`src/hw/rtl/assert_macros.svh`:
```
`ifndef ASSERT_MACROS_SVH
`define ASSERT_MACROS_SVH

// condition holds at every edge out of reset
`define ASSERT_ALWAYS(label, clk, rst_n, cond) \
    label: assert property (@(posedge clk) disable iff (!rst_n) (cond)) \
        else $error("assertion failed");

// consequent holds whenever antecedent holds
`define ASSERT_IMPLIES(label, clk, rst_n, ante, cons) \
    label: assert property (@(posedge clk) disable iff (!rst_n) (ante) |-> (cons)) \
        else $error("assertion failed");

`endif

```
`src/hw/rtl/b32kd_pkg.sv`:
```
`timescale 1ns / 1ps

package b32kd_pkg;

    localparam int MAX_BURST = 5;
    localparam int BURST_W   = 3;

    localparam logic [7:0] PAD_CHAR = 8'h3D;

    localparam logic [1:0] STATUS_OK          = 2'd0;
    localparam logic [1:0] STATUS_BAD_LENGTH  = 2'd1;
    localparam logic [1:0] STATUS_BAD_CHAR    = 2'd2;
    localparam logic [1:0] STATUS_BAD_PADDING = 2'd3;

    typedef struct packed {
        logic [7:0] key_byte;
        logic       byte_valid;
        logic       end_of_key;
        logic [1:0] status;
    } result_t;

    typedef struct packed {
        logic [BURST_W-1:0]            count;
        result_t [MAX_BURST-1:0]       items;
    } burst_t;

    typedef struct packed {
        logic       ok;
        logic [4:0] value;
    } sym_t;

    // lenient alphabet: either case, and 0, 1, 8 read as O, L, B
    function automatic sym_t sym_decode(input logic [7:0] c);
        sym_t r;
        r.ok    = 1'b1;
        r.value = 5'd0;
        if (c >= 8'h41 && c <= 8'h5A)
        begin
            r.value = 5'(c - 8'h41);
        end
        else if (c >= 8'h61 && c <= 8'h7A)
        begin
            r.value = 5'(c - 8'h61);
        end
        else if (c >= 8'h32 && c <= 8'h37)
        begin
            r.value = 5'(c - 8'h32 + 8'd26);
        end
        else if (c == 8'h30)
        begin
            r.value = 5'd14;
        end
        else if (c == 8'h31)
        begin
            r.value = 5'd11;
        end
        else if (c == 8'h38)
        begin
            r.value = 5'd1;
        end
        else
        begin
            r.ok = 1'b0;
        end
        return r;
    endfunction

endpackage

```
`src/hw/rtl/b32kd_result_fifo.sv`:
```
`timescale 1ns / 1ps
`include "assert_macros.svh"

module b32kd_result_fifo
    import b32kd_pkg::*;
#(
    parameter int DEPTH = 8
)
(
    input  logic    clk,
    input  logic    rst_n,
    input  burst_t  burst,
    output logic    room,
    input  logic    push,
    input  logic    pop,
    output logic    not_empty,
    output result_t head
);

    localparam int PTR_W = $clog2(DEPTH);
    localparam int CNT_W = $clog2(DEPTH + 1);

    result_t            mem [DEPTH];
    logic [PTR_W-1:0]   wr_ptr_reg;
    logic [PTR_W-1:0]   wr_ptr_next;
    logic [PTR_W-1:0]   rd_ptr_reg;
    logic [PTR_W-1:0]   rd_ptr_next;
    logic [CNT_W-1:0]   count_reg;
    logic [CNT_W-1:0]   count_next;
    logic [CNT_W:0]     fill_after;
    logic [BURST_W-1:0] push_count;
    logic               do_pop;

    assign not_empty  = (count_reg != '0);
    assign fill_after = {1'b0, count_reg} + (CNT_W + 1)'(burst.count);
    assign room       = (fill_after <= (CNT_W + 1)'(DEPTH));
    assign push_count = push ? burst.count : '0;
    assign head       = mem[rd_ptr_reg];
    assign do_pop     = pop && not_empty;

    always_comb
    begin
        wr_ptr_next = wr_ptr_reg + PTR_W'(push_count);
        rd_ptr_next = rd_ptr_reg + PTR_W'(do_pop);
        count_next  = count_reg + CNT_W'(push_count) - CNT_W'(do_pop);
    end

    always_ff @(posedge clk)
    begin
        for (int k = 0; k < MAX_BURST; k++)
        begin
            if (BURST_W'(k) < push_count)
            begin
                mem[wr_ptr_reg + PTR_W'(k)] <= burst.items[k];
            end
        end
    end

    always_ff @(posedge clk or negedge rst_n)
    begin
        if (!rst_n)
        begin
            wr_ptr_reg <= '0;
            rd_ptr_reg <= '0;
            count_reg  <= '0;
        end
        else
        begin
            wr_ptr_reg <= wr_ptr_next;
            rd_ptr_reg <= rd_ptr_next;
            count_reg  <= count_next;
        end
    end

    `ASSERT_ALWAYS(a_count_bound, clk, rst_n, count_reg <= CNT_W'(DEPTH))
    `ASSERT_IMPLIES(a_push_room, clk, rst_n, push && burst.count != '0, room)
    `ASSERT_ALWAYS(a_ptr_gap, clk, rst_n,
        (count_reg == CNT_W'(DEPTH)) || (PTR_W'(count_reg) == PTR_W'(wr_ptr_reg - rd_ptr_reg)))

endmodule

```
`src/hw/rtl/base32_key_decoder.sv`:
```
`timescale 1ns / 1ps
`include "assert_macros.svh"

// Base32 key decoder: one key character is taken per cycle into an input register, checked
// and folded into the current group of eight; the eighth character of a group pushes up to
// five key bytes if no error was seen, and a final character that pushes no bytes pushes a
// status beat, into a result queue of FIFO_DEPTH entries. A result passes from the input
// register into the queue and reaches the output behind any beats already queued. Input is
// stalled only while the queue lacks room for the beats that the held character pushes, so
// with a free-running output the block sustains one character per cycle.
module base32_key_decoder
    import b32kd_pkg::*;
#(
    parameter int FIFO_DEPTH = 8
)
(
    input  logic       clk,
    input  logic       rst_n,
    input  logic       symbol_valid,
    output logic       symbol_stall,
    input  logic [7:0] symbol,
    input  logic       final_symbol,
    output logic       result_valid,
    input  logic       result_stall,
    output logic [7:0] key_byte,
    output logic       byte_valid,
    output logic       end_of_key,
    output logic [1:0] status
);

    logic        in_full_reg;
    logic [7:0]  sym_reg;
    logic        fin_reg;

    logic [4:0]  gv_reg [8];
    logic [2:0]  group_position_reg;
    logic [2:0]  group_position_next;
    logic        padding_started_reg;
    logic        padding_started_next;
    logic [2:0]  pad_start_reg;
    logic [2:0]  pad_start_next;
    logic        padded_done_reg;
    logic        padded_done_next;
    logic [1:0]  first_error_reg;
    logic [1:0]  first_error_next;

    logic        room;
    logic        fire;
    logic        accept;
    sym_t        dec;
    logic [4:0]  val;
    logic [1:0]  err;
    logic        emit;
    logic [1:0]  final_status;
    logic [7:0]  bytes [MAX_BURST];
    logic [BURST_W-1:0] nbytes;
    burst_t      burst;
    result_t     head;
    logic        not_empty;

    assign fire         = in_full_reg && room;
    assign symbol_stall = in_full_reg && !room;
    assign accept       = symbol_valid && !symbol_stall;
    assign dec          = sym_decode(sym_reg);

    always_comb
    begin
        err                  = STATUS_OK;
        val                  = 5'd0;
        padding_started_next = padding_started_reg;
        pad_start_next       = pad_start_reg;
        padded_done_next     = padded_done_reg;
        if (padding_started_reg || padded_done_reg)
        begin
            if (sym_reg != PAD_CHAR)
            begin
                err = STATUS_BAD_PADDING;
            end
        end
        else if (sym_reg == PAD_CHAR)
        begin
            if (group_position_reg == 3'd2 || group_position_reg == 3'd4 ||
                group_position_reg == 3'd5 || group_position_reg == 3'd7)
            begin
                padding_started_next = 1'b1;
                pad_start_next       = group_position_reg;
            end
            else
            begin
                err = STATUS_BAD_PADDING;
            end
        end
        else if (!dec.ok)
        begin
            err = STATUS_BAD_CHAR;
        end
        else
        begin
            val = dec.value;
        end

        first_error_next = first_error_reg;
        if (first_error_reg == STATUS_OK && err != STATUS_OK)
        begin
            first_error_next = err;
        end
        if (group_position_reg == 3'd7 && padding_started_next && !fin_reg)
        begin
            padded_done_next = 1'b1;
            if (first_error_next == STATUS_OK)
            begin
                first_error_next = STATUS_BAD_PADDING;
            end
        end
        group_position_next = group_position_reg + 3'd1;

        emit = (group_position_reg == 3'd7) && (first_error_next == STATUS_OK);

        if (!padding_started_next)
        begin
            nbytes = BURST_W'(5);
        end
        else
        begin
            case (pad_start_next)
                3'd2:    nbytes = BURST_W'(1);
                3'd4:    nbytes = BURST_W'(2);
                3'd5:    nbytes = BURST_W'(3);
                default: nbytes = BURST_W'(4);
            endcase
        end

        bytes[0] = {gv_reg[0], gv_reg[1][4:2]};
        bytes[1] = {gv_reg[1][1:0], gv_reg[2], gv_reg[3][4]};
        bytes[2] = {gv_reg[3][3:0], gv_reg[4][4:1]};
        bytes[3] = {gv_reg[4][0], gv_reg[5], gv_reg[6][4:3]};
        bytes[4] = {gv_reg[6][2:0], val};

        final_status = (group_position_reg != 3'd7) ? STATUS_BAD_LENGTH : first_error_next;

        burst.count = '0;
        for (int k = 0; k < MAX_BURST; k++)
        begin
            burst.items[k].key_byte   = emit ? bytes[k] : 8'd0;
            burst.items[k].byte_valid = emit;
            burst.items[k].end_of_key = 1'b0;
            burst.items[k].status     = STATUS_OK;
        end
        if (emit)
        begin
            burst.count = nbytes;
            if (fin_reg)
            begin
                for (int k = 0; k < MAX_BURST; k++)
                begin
                    if (BURST_W'(k + 1) == nbytes)
                    begin
                        burst.items[k].end_of_key = 1'b1;
                    end
                end
            end
        end
        else if (fin_reg)
        begin
            burst.count               = BURST_W'(1);
            burst.items[0].end_of_key = 1'b1;
            burst.items[0].status     = final_status;
        end

        // start the next key afresh
        if (fin_reg)
        begin
            group_position_next  = 3'd0;
            padding_started_next = 1'b0;
            pad_start_next       = 3'd0;
            padded_done_next     = 1'b0;
            first_error_next     = STATUS_OK;
        end
    end

    always_ff @(posedge clk)
    begin
        if (accept)
        begin
            sym_reg <= symbol;
            fin_reg <= final_symbol;
        end
        if (fire)
        begin
            gv_reg[group_position_reg] <= val;
        end
    end

    always_ff @(posedge clk or negedge rst_n)
    begin
        if (!rst_n)
        begin
            in_full_reg         <= 1'b0;
            group_position_reg  <= 3'd0;
            padding_started_reg <= 1'b0;
            pad_start_reg       <= 3'd0;
            padded_done_reg     <= 1'b0;
            first_error_reg     <= STATUS_OK;
        end
        else
        begin
            if (accept)
            begin
                in_full_reg <= 1'b1;
            end
            else if (fire)
            begin
                in_full_reg <= 1'b0;
            end
            if (fire)
            begin
                group_position_reg  <= group_position_next;
                padding_started_reg <= padding_started_next;
                pad_start_reg       <= pad_start_next;
                padded_done_reg     <= padded_done_next;
                first_error_reg     <= first_error_next;
            end
        end
    end

    b32kd_result_fifo #(
        .DEPTH (FIFO_DEPTH)
    ) u_fifo (
        .clk       (clk),
        .rst_n     (rst_n),
        .burst     (burst),
        .room      (room),
        .push      (fire),
        .pop       (!result_stall),
        .not_empty (not_empty),
        .head      (head)
    );

    assign result_valid = not_empty;
    assign key_byte     = head.key_byte;
    assign byte_valid   = head.byte_valid;
    assign end_of_key   = head.end_of_key;
    assign status       = head.status;

    `ASSERT_IMPLIES(a_byte_status_ok, clk, rst_n, result_valid && byte_valid,
        status == STATUS_OK)
    `ASSERT_IMPLIES(a_status_on_end, clk, rst_n, result_valid && !end_of_key,
        status == STATUS_OK && byte_valid)
    `ASSERT_IMPLIES(a_no_bytes_after_error, clk, rst_n,
        fire && first_error_reg != STATUS_OK, burst.count == '0 || fin_reg)

endmodule

```
`config.mk`:
```
export PLATFORM = sky130hd
export DESIGN_NAME = base32_key_decoder
export DESIGN_NICKNAME = d
export VERILOG_FILES = /design/src/hw/rtl/b32kd_pkg.sv /design/src/hw/rtl/b32kd_result_fifo.sv /design/src/hw/rtl/base32_key_decoder.sv
export VERILOG_INCLUDE_DIRS = /design/src /design/src/hw/rtl
export SDC_FILE = /design/constraint.sdc
export NUM_CORES = 1
export LEC_CHECK = 0
export ABC_AREA = 1
export BUFFER_PORTS_ARGS = -buffer_cell sky130_fd_sc_hd__clkbuf_2
export CAP_MARGIN = 40
export CORE_MARGIN = 1.5
export CORE_UTILIZATION = 45
export CTS_CLUSTER_DIAMETER = 60
export DETAILED_ROUTE_END_ITERATION = 10
export GPL_TIMING_DRIVEN = 0
export PLACE_DENSITY = 0.63
export SLEW_MARGIN = 25
export SYNTH_ARGS = -nofsm -noshare
export SYNTH_HDL_FRONTEND = slang
export SYNTH_HIERARCHICAL = 1
export SYNTH_SLANG_ARGS = --single-unit
```
`constraint.sdc`:
```
create_clock -name clk -period 7.9 [get_ports clk]
set_input_delay 1.58 -clock clk [delete_from_list [all_inputs] [get_ports clk]]
set_output_delay 1.58 -clock clk [all_outputs]
set_load 0.02 [all_outputs]
```
==> impl_metrics.csv, run 1 <==
group,metric,value,unit
outcome,status,"complete, but fails checks",
outcome,violations,"design-rule violations",
routing,drt-pass1-iter-count,9,
clock_tree,cts_tree,"yes",
power,power,0.00361,W
floorplan,die_area,0.0286,mm^2
synthesis,ys_async_sr_fraction,13.0,%
clock_tree,hold_buffers,0,
sta,fin_setup_tns,0,ns
layout,final_cell_area,0.0137,mm^2
routing,wl_per_cell,21.0,um
layout,final-seq-area,0.00473,mm^2
sta,worst-slew-pin-transition,0.911,ns
clock_tree,clk_latency,0.44,ns
synthesis,synth_xor_area_share,0.635,%
placed_design,dpl_cell_area,0.0131,mm^2
synthesis,synth_fa_ha_area_share,2.90,%
sta,timing.final.crit_share,76.7,%
sta,fmax,0.165,GHz
routing,drtIter0Drc,1617,
sta,timing.final.crit_period,6.06,ns
clock_tree,cts_setup_buffers,0,
floorplan,die-width,169,um
synthesis,syn_area_per_cell,6.89,um^2
grt,grt_pass1_vias,11400,
worst_setup_path,start_kind,"flip-flop",
grt,grt_pass1_wl,70000,um
run,drv_cap,0,
layout,largest_reg_flops,96,
floorplan,start_util,45.9,%
sta,slew_viol_final,0,
placed_design,place_congestion,1.12,
power,p_leak,6.14,nW
layout,fillCellCount,2745,
floorplan,rows,60,
layout,finalNetCount,1927,
synthesis,yosys.area.top_type_share,33.9,%
worst_setup_path,cp_max_fo,12,
worst_setup_path,cp.arrival,6.01,ns
worst_setup_path,endpoint_kind,"flip-flop",
worst_setup_path,worstSetupPathType,"flip-flop to flip-flop",
synthesis,synth-simple-area-share,36.6,%
synthesis,synthMuxAreaShare,0.968,%
layout,areaGrowthSynthToFinish,10.4,%
routing,vias,12600,
synthesis,yosys.area.top_type,"edfxtp_1",
power,peakVddDrop,0.000175,V
layout,final_cell_mix,"nand2_1, nor2_1, inv_1",
grt,track_usage,33.5,%
sta,setup_viol,0,
sta,finClkSkew,0.0147,ns
layout,drive_gt1_share,11.4,%
synthesis,synth_edf_count,140,
synthesis,synth_top_family_by_area,"simple AND/OR/NAND/NOR gates",
hold_path,holdCritPathClass,"flip-flop to flip-flop",
layout,n_antenna_cell,0,
clock_tree,cts_buffer_depth,2,
floorplan,io_pins,27,
synthesis,synth_top_cells_by_area,"edfxtp_1, nand2_1, nor2_1",
synthesis,synth_flop_cell,"edfxtp_1",
synthesis,ys_seq_area_share,38.1,%
routing,ant_nets,0,
synthesis,synth_compound_area_share,11.1,%
clock_tree,clkTransAtPathRegs,0.07,ns
clock_tree,cts-buffers-inserted,17,
routing,remaining_drc_errors,1,
routing,vias_per_cell,5.62,
synthesis,synth_area,0.0124,mm^2
synthesis,ys_warn_count,6,
grt,grt_max_degree,22,
grt,antenna_found_initial,1,
synthesis,ys_seq_elements,161,
placed_design,place.port_buffers,26,
clock_tree,clockRootBuffer,"clkbuf_16",
floorplan,core_area,0.0270,mm^2
clock_tree,cts_sinks,161,
clock_tree,cts_resized,0,
sta,rsz0062_at_grt,"false",
layout,multi_input_area,0.00662,mm^2
floorplan,die_height,169,um
synthesis,synth_cell_types,43,
clock_tree,cts-htree-levels,4,
layout,mostFrequentLayoutCell,"nand2_1",
power,pwr_density_cell,263,mW/mm^2
synthesis,synthCells,1801,
sta,slew_headroom,39.3,%
routing,wl,47000,um
worst_setup_path,worstPathRequired,7.85,ns
sta,hold_violations,0,
placed_design,hpwlAfterDp,35200,um
grt,grt-ovfl-total,0,
-- final timing paths --
kind                                                   start                             end  slack (ns)  depth (start not counted)
max                        group_position_reg[1]$_DFFE_PN0P_      u_fifo/mem[3][7]$_DFFE_PP_        1.84                         27
min                                  in_full_reg$_DFFE_PN0P_         in_full_reg$_DFFE_PN0P_        0.50                          2
max reg2reg                group_position_reg[1]$_DFFE_PN0P_      u_fifo/mem[3][7]$_DFFE_PP_        1.84                         27
min reg2reg                          in_full_reg$_DFFE_PN0P_         in_full_reg$_DFFE_PN0P_        0.50                          2
max in group asynchronous                              rst_n  first_error_reg[1]$_DFFE_PN0P_        6.30                          1
min in group asynchronous                              rst_n   u_fifo/count_reg[3]$_DFF_PN0_        1.16                          1
-- synthesized netlist by cell type (all sizes together) (2+ instances only) --
master / instances
a21o: 2
a21oi: 77
and2: 2
buf: 73
clkbuf: 49
clkinv: 2
dfrtp: 21
edfxtp: 140
fa: 3
ha: 24
inv: 160
mux2i: 12
nand2: 432
nand3: 132
nand4: 77
nor2: 407
o21ai: 144
o22ai: 18
o32ai: 12
xnor2: 2
xor2: 7
-- layout make-up --
type / instances / area share, %
multi-input combinational: 1394 / 48.3
buffer: 122 / 4.31
clock inverter: 14 / 0.986
inverter: 162 / 4.47
timing repair buffer: 29 / 1.17
clock buffer: 18 / 3.13
tap: 341 / 3.11
sequential: 161 / 34.5
-- stage by stage --
stage / hold slack (ns) / setup WS (ns) / std cells / utilization [%]
2_1_floorplan: 0.453 / 3.19 / 1839 / -
3_3_place_gp: 0.477 / 2.05 / 2206 / 48.5
4_1_cts: 0.499 / 1.89 / 2238 / 50.6
6_report: 0.496 / 1.84 / 2241 / 50.7
5_1_grt: 0.512 / 1.22 / 2241 / 50.7
3_5_place_dp: 0.481 / 1.92 / 2206 / 48.5
-- metal layers --
layer  GRT usage [%]  vias up  wire length, um
li1                -     6054                -
met1            43.4     5583            18500
met2            50.3      768            19900
met3            8.21      193             5390
met4            21.2        2             3200
met5               0        -                9
-- cells by family (layout without fill, tap and decap cells) --
group | Yosys count | after routing
multiplexers | 12 | 12
AO/OA/AOI/OAI | 255 | 255
flip-flops | 161 | 161
buffers and inverters | 284 | 345
XOR/XNOR | 9 | 9
other | 1 | 39
adder cells (fa/ha/maj) | 27 | 27
AND/OR/NAND/NOR | 1052 | 1052
-- power breakdown --
| group | internal, W | total (W) | switching, W |
|---|---|---|---|
| sequential | 0.00109 | 0.00116 | 0.0000716 |
| combinational | 0.000419 | 0.00166 | 0.00124 |
| clock | 0.000418 | 0.000784 | 0.000367 |
| total | 0.00192 | 0.00361 | 0.00168 |
-- worst max-delay path, cell delays in order (launching register included) --
cell and delay, ns:
dfrtp_1 0.44, ha_1 0.22, ha_1 0.27, inv_1 0.12, nand3_1 0.16, nand3_1 0.11, nand2_1 0.11, nand3_1 0.23
nand4_4 0.22, nand2_1 0.13, nand2_1 0.13, ha_1 0.26, fa_1 0.39, nand2_1 0.08, inv_1 0.04, o21ai_0 0.15
nand3_1 0.09, nand2_1 0.06, inv_1 0.04, nand2_1 0.21, inv_2 0.18, nand2_4 0.18, inv_2 0.05, o21ai_1 0.16
inv_2 0.17, nand2_1 0.20, clkbuf_1 0.46, nand4_1 0.70
Note: power is estimated with default switching activity, not from simulation.
==> run 2: changes to the inputs <==
--- a/config.mk
+++ b/config.mk
@@ -6,7 +6,7 @@
 export SDC_FILE = /design/constraint.sdc
 export NUM_CORES = 1
 export LEC_CHECK = 0
-export ABC_AREA = 1
+export ABC_AREA = 0
 export BUFFER_PORTS_ARGS = -buffer_cell sky130_fd_sc_hd__clkbuf_2
 export CAP_MARGIN = 40
 export CORE_MARGIN = 1.5
@@ -14,7 +14,7 @@
 export CTS_CLUSTER_DIAMETER = 60
 export DETAILED_ROUTE_END_ITERATION = 10
 export GPL_TIMING_DRIVEN = 0
-export PLACE_DENSITY = 0.63
+export PLACE_DENSITY = 0.64
 export SLEW_MARGIN = 25
 export SYNTH_ARGS = -nofsm -noshare
 export SYNTH_HDL_FRONTEND = slang
==> constraint.sdc (replaced) <==
create_clock -name clk -period 5.8 [get_ports clk]
set_input_delay 1.16 -clock clk [delete_from_list [all_inputs] [get_ports clk]]
set_output_delay 1.16 -clock clk [all_outputs]
set_load 0.02 [all_outputs]
==> impl_metrics.csv, run 2 <==
group,metric,value,unit
outcome,status,"finished, final reports clean",
layout,drive_gt1_share,23.9,%
synthesis,synthCells,1273,
sta,slew_viol_final,0,
clock_tree,clk_latency,0.44,ns
power,sw_frac_of_total,44.1,%
floorplan,core_area,0.0268,mm^2
layout,final_cell_mix,"edfxtp_1, a22oi_1, o21ai_0",
clock_tree,hold_buffers,0,
floorplan,die_area,0.0281,mm^2
sta,rsz0062_at_grt,"true",
worst_setup_path,start_kind,"flip-flop",
worst_setup_path,endpoint_kind,"flip-flop",
sta,setup_ws,0.132,ns
synthesis,ys_async_sr_fraction,13.0,%
run,drv_cap,0,
synthesis,synth_cell_types,80,
placed_design,hpwlAfterDp,35900,um
worst_setup_path,rrSetupSlack,0.13,ns
grt,grt_pass1_wl,69600,um
clock_tree,cts_buffer_depth,2,
routing,drtIter0Drc,1429,
synthesis,synth_flop_cell,"edfxtp_1",
sta,finClkSkew,0.0194,ns
synthesis,synth_top_cells_by_area,"edfxtp_1, a22oi_1, o21ai_0",
clock_tree,cts_sinks,161,
grt,grt_max_degree,22,
floorplan,die-width,168,um
layout,fillCellCount,2456,
placed_design,dp_slack,-1.24,ns
synthesis,syn_area_per_cell,9.58,um^2
power,p_leak,5.08,nW
grt,antenna_found_initial,2,
power,peakVddDrop,0.000242,V
grt,track_usage,33.2,%
clock_tree,clkTransAtPathRegs,0.07,ns
clock_tree,clockRootBuffer,"clkbuf_16",
grt,grt-ovfl-total,0,
worst_setup_path,worstSetupPathType,"flip-flop to flip-flop",
sta,worst-slew-pin-transition,0.868,ns
sta,timing.final.crit_share,97.7,%
synthesis,yosys.area.top_type_share,34.5,%
clock_tree,cts-buffers-inserted,17,
routing,ant_nets,0,
grt,grt_pass1_vias,11000,
layout,areaGrowthSynthToFinish,17.8,%
worst_setup_path,worstPathRequired,5.95,ns
placed_design,place.port_buffers,26,
routing,wl_per_cell,26.9,um
floorplan,start_util,45.5,%
routing,vias_per_cell,6.62,
floorplan,rows,60,
sta,setup_viol,0,
synthesis,ys_seq_elements,161,
floorplan,die_height,168,um
routing,wl,46900,um
placed_design,dp.cells,1663,
layout,mostFrequentLayoutCell,"edfxtp_1",
synthesis,synth_edf_count,140,
floorplan,io_pins,27,
power,pwr_density_cell,381,mW/mm^2
routing,vias,11500,
synthesis,synth_common_cells,"edfxtp_1, o21ai_0, a22oi_1, nor2_1, nor3_1",
clock_tree,cts-htree-levels,4,
sta,fmax,0.176,GHz
power,power.switching,0.00241,W
layout,finalNetCount,1429,
power,power,0.00547,W
placed_design,place_congestion,1.02,
clock_tree,cts_tree,"yes",
power,power_frac_comb,49.3,%
worst_setup_path,cp.arrival,5.82,ns
sta,hold_violations,0,
routing,drt-pass1-iter-count,6,
routing,remaining_drc_errors,0,
sta,timing.final.crit_period,5.67,ns
synthesis,ys_seq_area_share,38.8,%
synthesis,synth_area,0.0122,mm^2
power,seq_power_share,28.6,%
hold_path,holdCritPathClass,"flip-flop to flip-flop",
sta,slew_headroom,42.1,%
power,p_int,0.00306,W
worst_setup_path,cp_max_fo,10,
layout,largest_reg_flops,96,
layout,layout.cells.non_filler,1744,
synthesis,ys_warn_count,6,
synthesis,yosys.area.top_type,"edfxtp_1",
power,pwr-share-clk,22.1,%
synthesis,synth.most_common_cell,"edfxtp_1",
run 2: cell types whose count changed in the layout (fill, tap and decap cells not counted), sizes merged, moves of 77 or more:
cell,delta
a22oi,+111
nand2,-378
nor3,+77
nor2,-315
o31ai,+80
nand3,-123
inv,-122
run 2: critical path, stage by stage, from the launching register on:
cell and delay [ns]:
edfxtp_1 0.49, inv_1 0.14, ha_1 0.30, a311oi_1 0.33
o31a_1 0.30, o311a_4 0.23, mux2i_1 0.23, o21ai_1 0.13
ha_2 0.21, fa_1 0.53, or3_4 0.39, a21oi_2 0.14
nor3_1 0.07, o32ai_2 0.11, nand2_1 0.12, inv_2 0.08
clkbuf_8 0.14, buf_8 0.14, nand2_1 0.14, nor4_4 0.41
buf_4 0.21, buf_2 0.35, o31ai_2 0.19
run 2: power by group through the flow:
stage,Clock [W],Sequential [W],Combinational (W)
2_1_floorplan,0,0.00155,0.00163
3_3_place_gp,0,0.00158,0.00228
3_5_place_dp,0,0.00159,0.00231
4_1_cts,0.00122,0.00156,0.00245
5_1_grt,0.00127,0.00158,0.00286
6_report,0.00121,0.00156,0.00270
run 2: final timing paths:
path / startpoint / to / cells after the start
max: sym_reg[0]$_DFFE_PP_ / u_fifo/mem[3][8]$_DFFE_PP_ / 22
min: u_fifo/rd_ptr_reg[0]$_DFF_PN0_ / u_fifo/rd_ptr_reg[0]$_DFF_PN0_ / 1
max reg2reg: sym_reg[0]$_DFFE_PP_ / u_fifo/mem[3][8]$_DFFE_PP_ / 22
min reg2reg: u_fifo/rd_ptr_reg[0]$_DFF_PN0_ / u_fifo/rd_ptr_reg[0]$_DFF_PN0_ / 1
max in group asynchronous: rst_n / group_position_reg[1]$_DFFE_PN0P_ / 1
min in group asynchronous: rst_n / u_fifo/wr_ptr_reg[2]$_DFF_PN0_ / 1
run 2: cells by family (layout without fill, tap and decap cells):
logic type / Yosys count / after routing / share of synthesized area, %
adder cells (fa/ha/maj): 28 / 28 / 3.04
AO/OA/AOI/OAI: 443 / 443 / 25.3
AND/OR/NAND/NOR: 390 / 390 / 18.0
other: 1 / 21 / 0.0308
XOR/XNOR: 13 / 13 / 1.18
multiplexers: 44 / 44 / 6.24
buffers and inverters: 193 / 303 / 7.45
flip-flops: 161 / 161 / 38.8
run 2: layout make-up:
cell class	instances	area (um^2)	share of cell area (%)
repair buffers	80	568	3.96
well taps	341	427	2.97
diodes	1	2.50	0.0174
plain buffers	152	857	5.97
inverters	39	146	1.02
flip-flops and latches	161	4730	32.9
clock inverters	15	184	1.28
multi-input cells	938	7020	48.9
clock buffers	17	425	2.96
run 2: per-stage QoR:
stage          utilization, %  hold slack, ns  TNS [ns]  area (um^2)
3_5_place_dp             48.0           0.505   -147.48        12900
6_report                 53.6           0.518         0        14400
5_1_grt                  53.6           0.538     -1.95        14400
3_3_place_gp             47.9           0.485   -133.02        12800
4_1_cts                  51.5           0.522         0        13800
2_1_floorplan               -           0.473         0        12300
run 2: timing repair:
item	CTS	global route
endpoints found under the setup margin	200	192
gates resized for setup	47	95
setup buffers	15	32
pin swaps	5	16
run 2: routing by layer:
layer | part of all wire, % | vias up | GRT usage (%)
met5 | 0.028 | - | 0
met4 | 2.8 | 2 | 9.36
met3 | 9.1 | 126 | 7.21
met2 | 47 | 727 | 55.3
met1 | 41 | 5567 | 43.5
li1 | - | 5125 | -
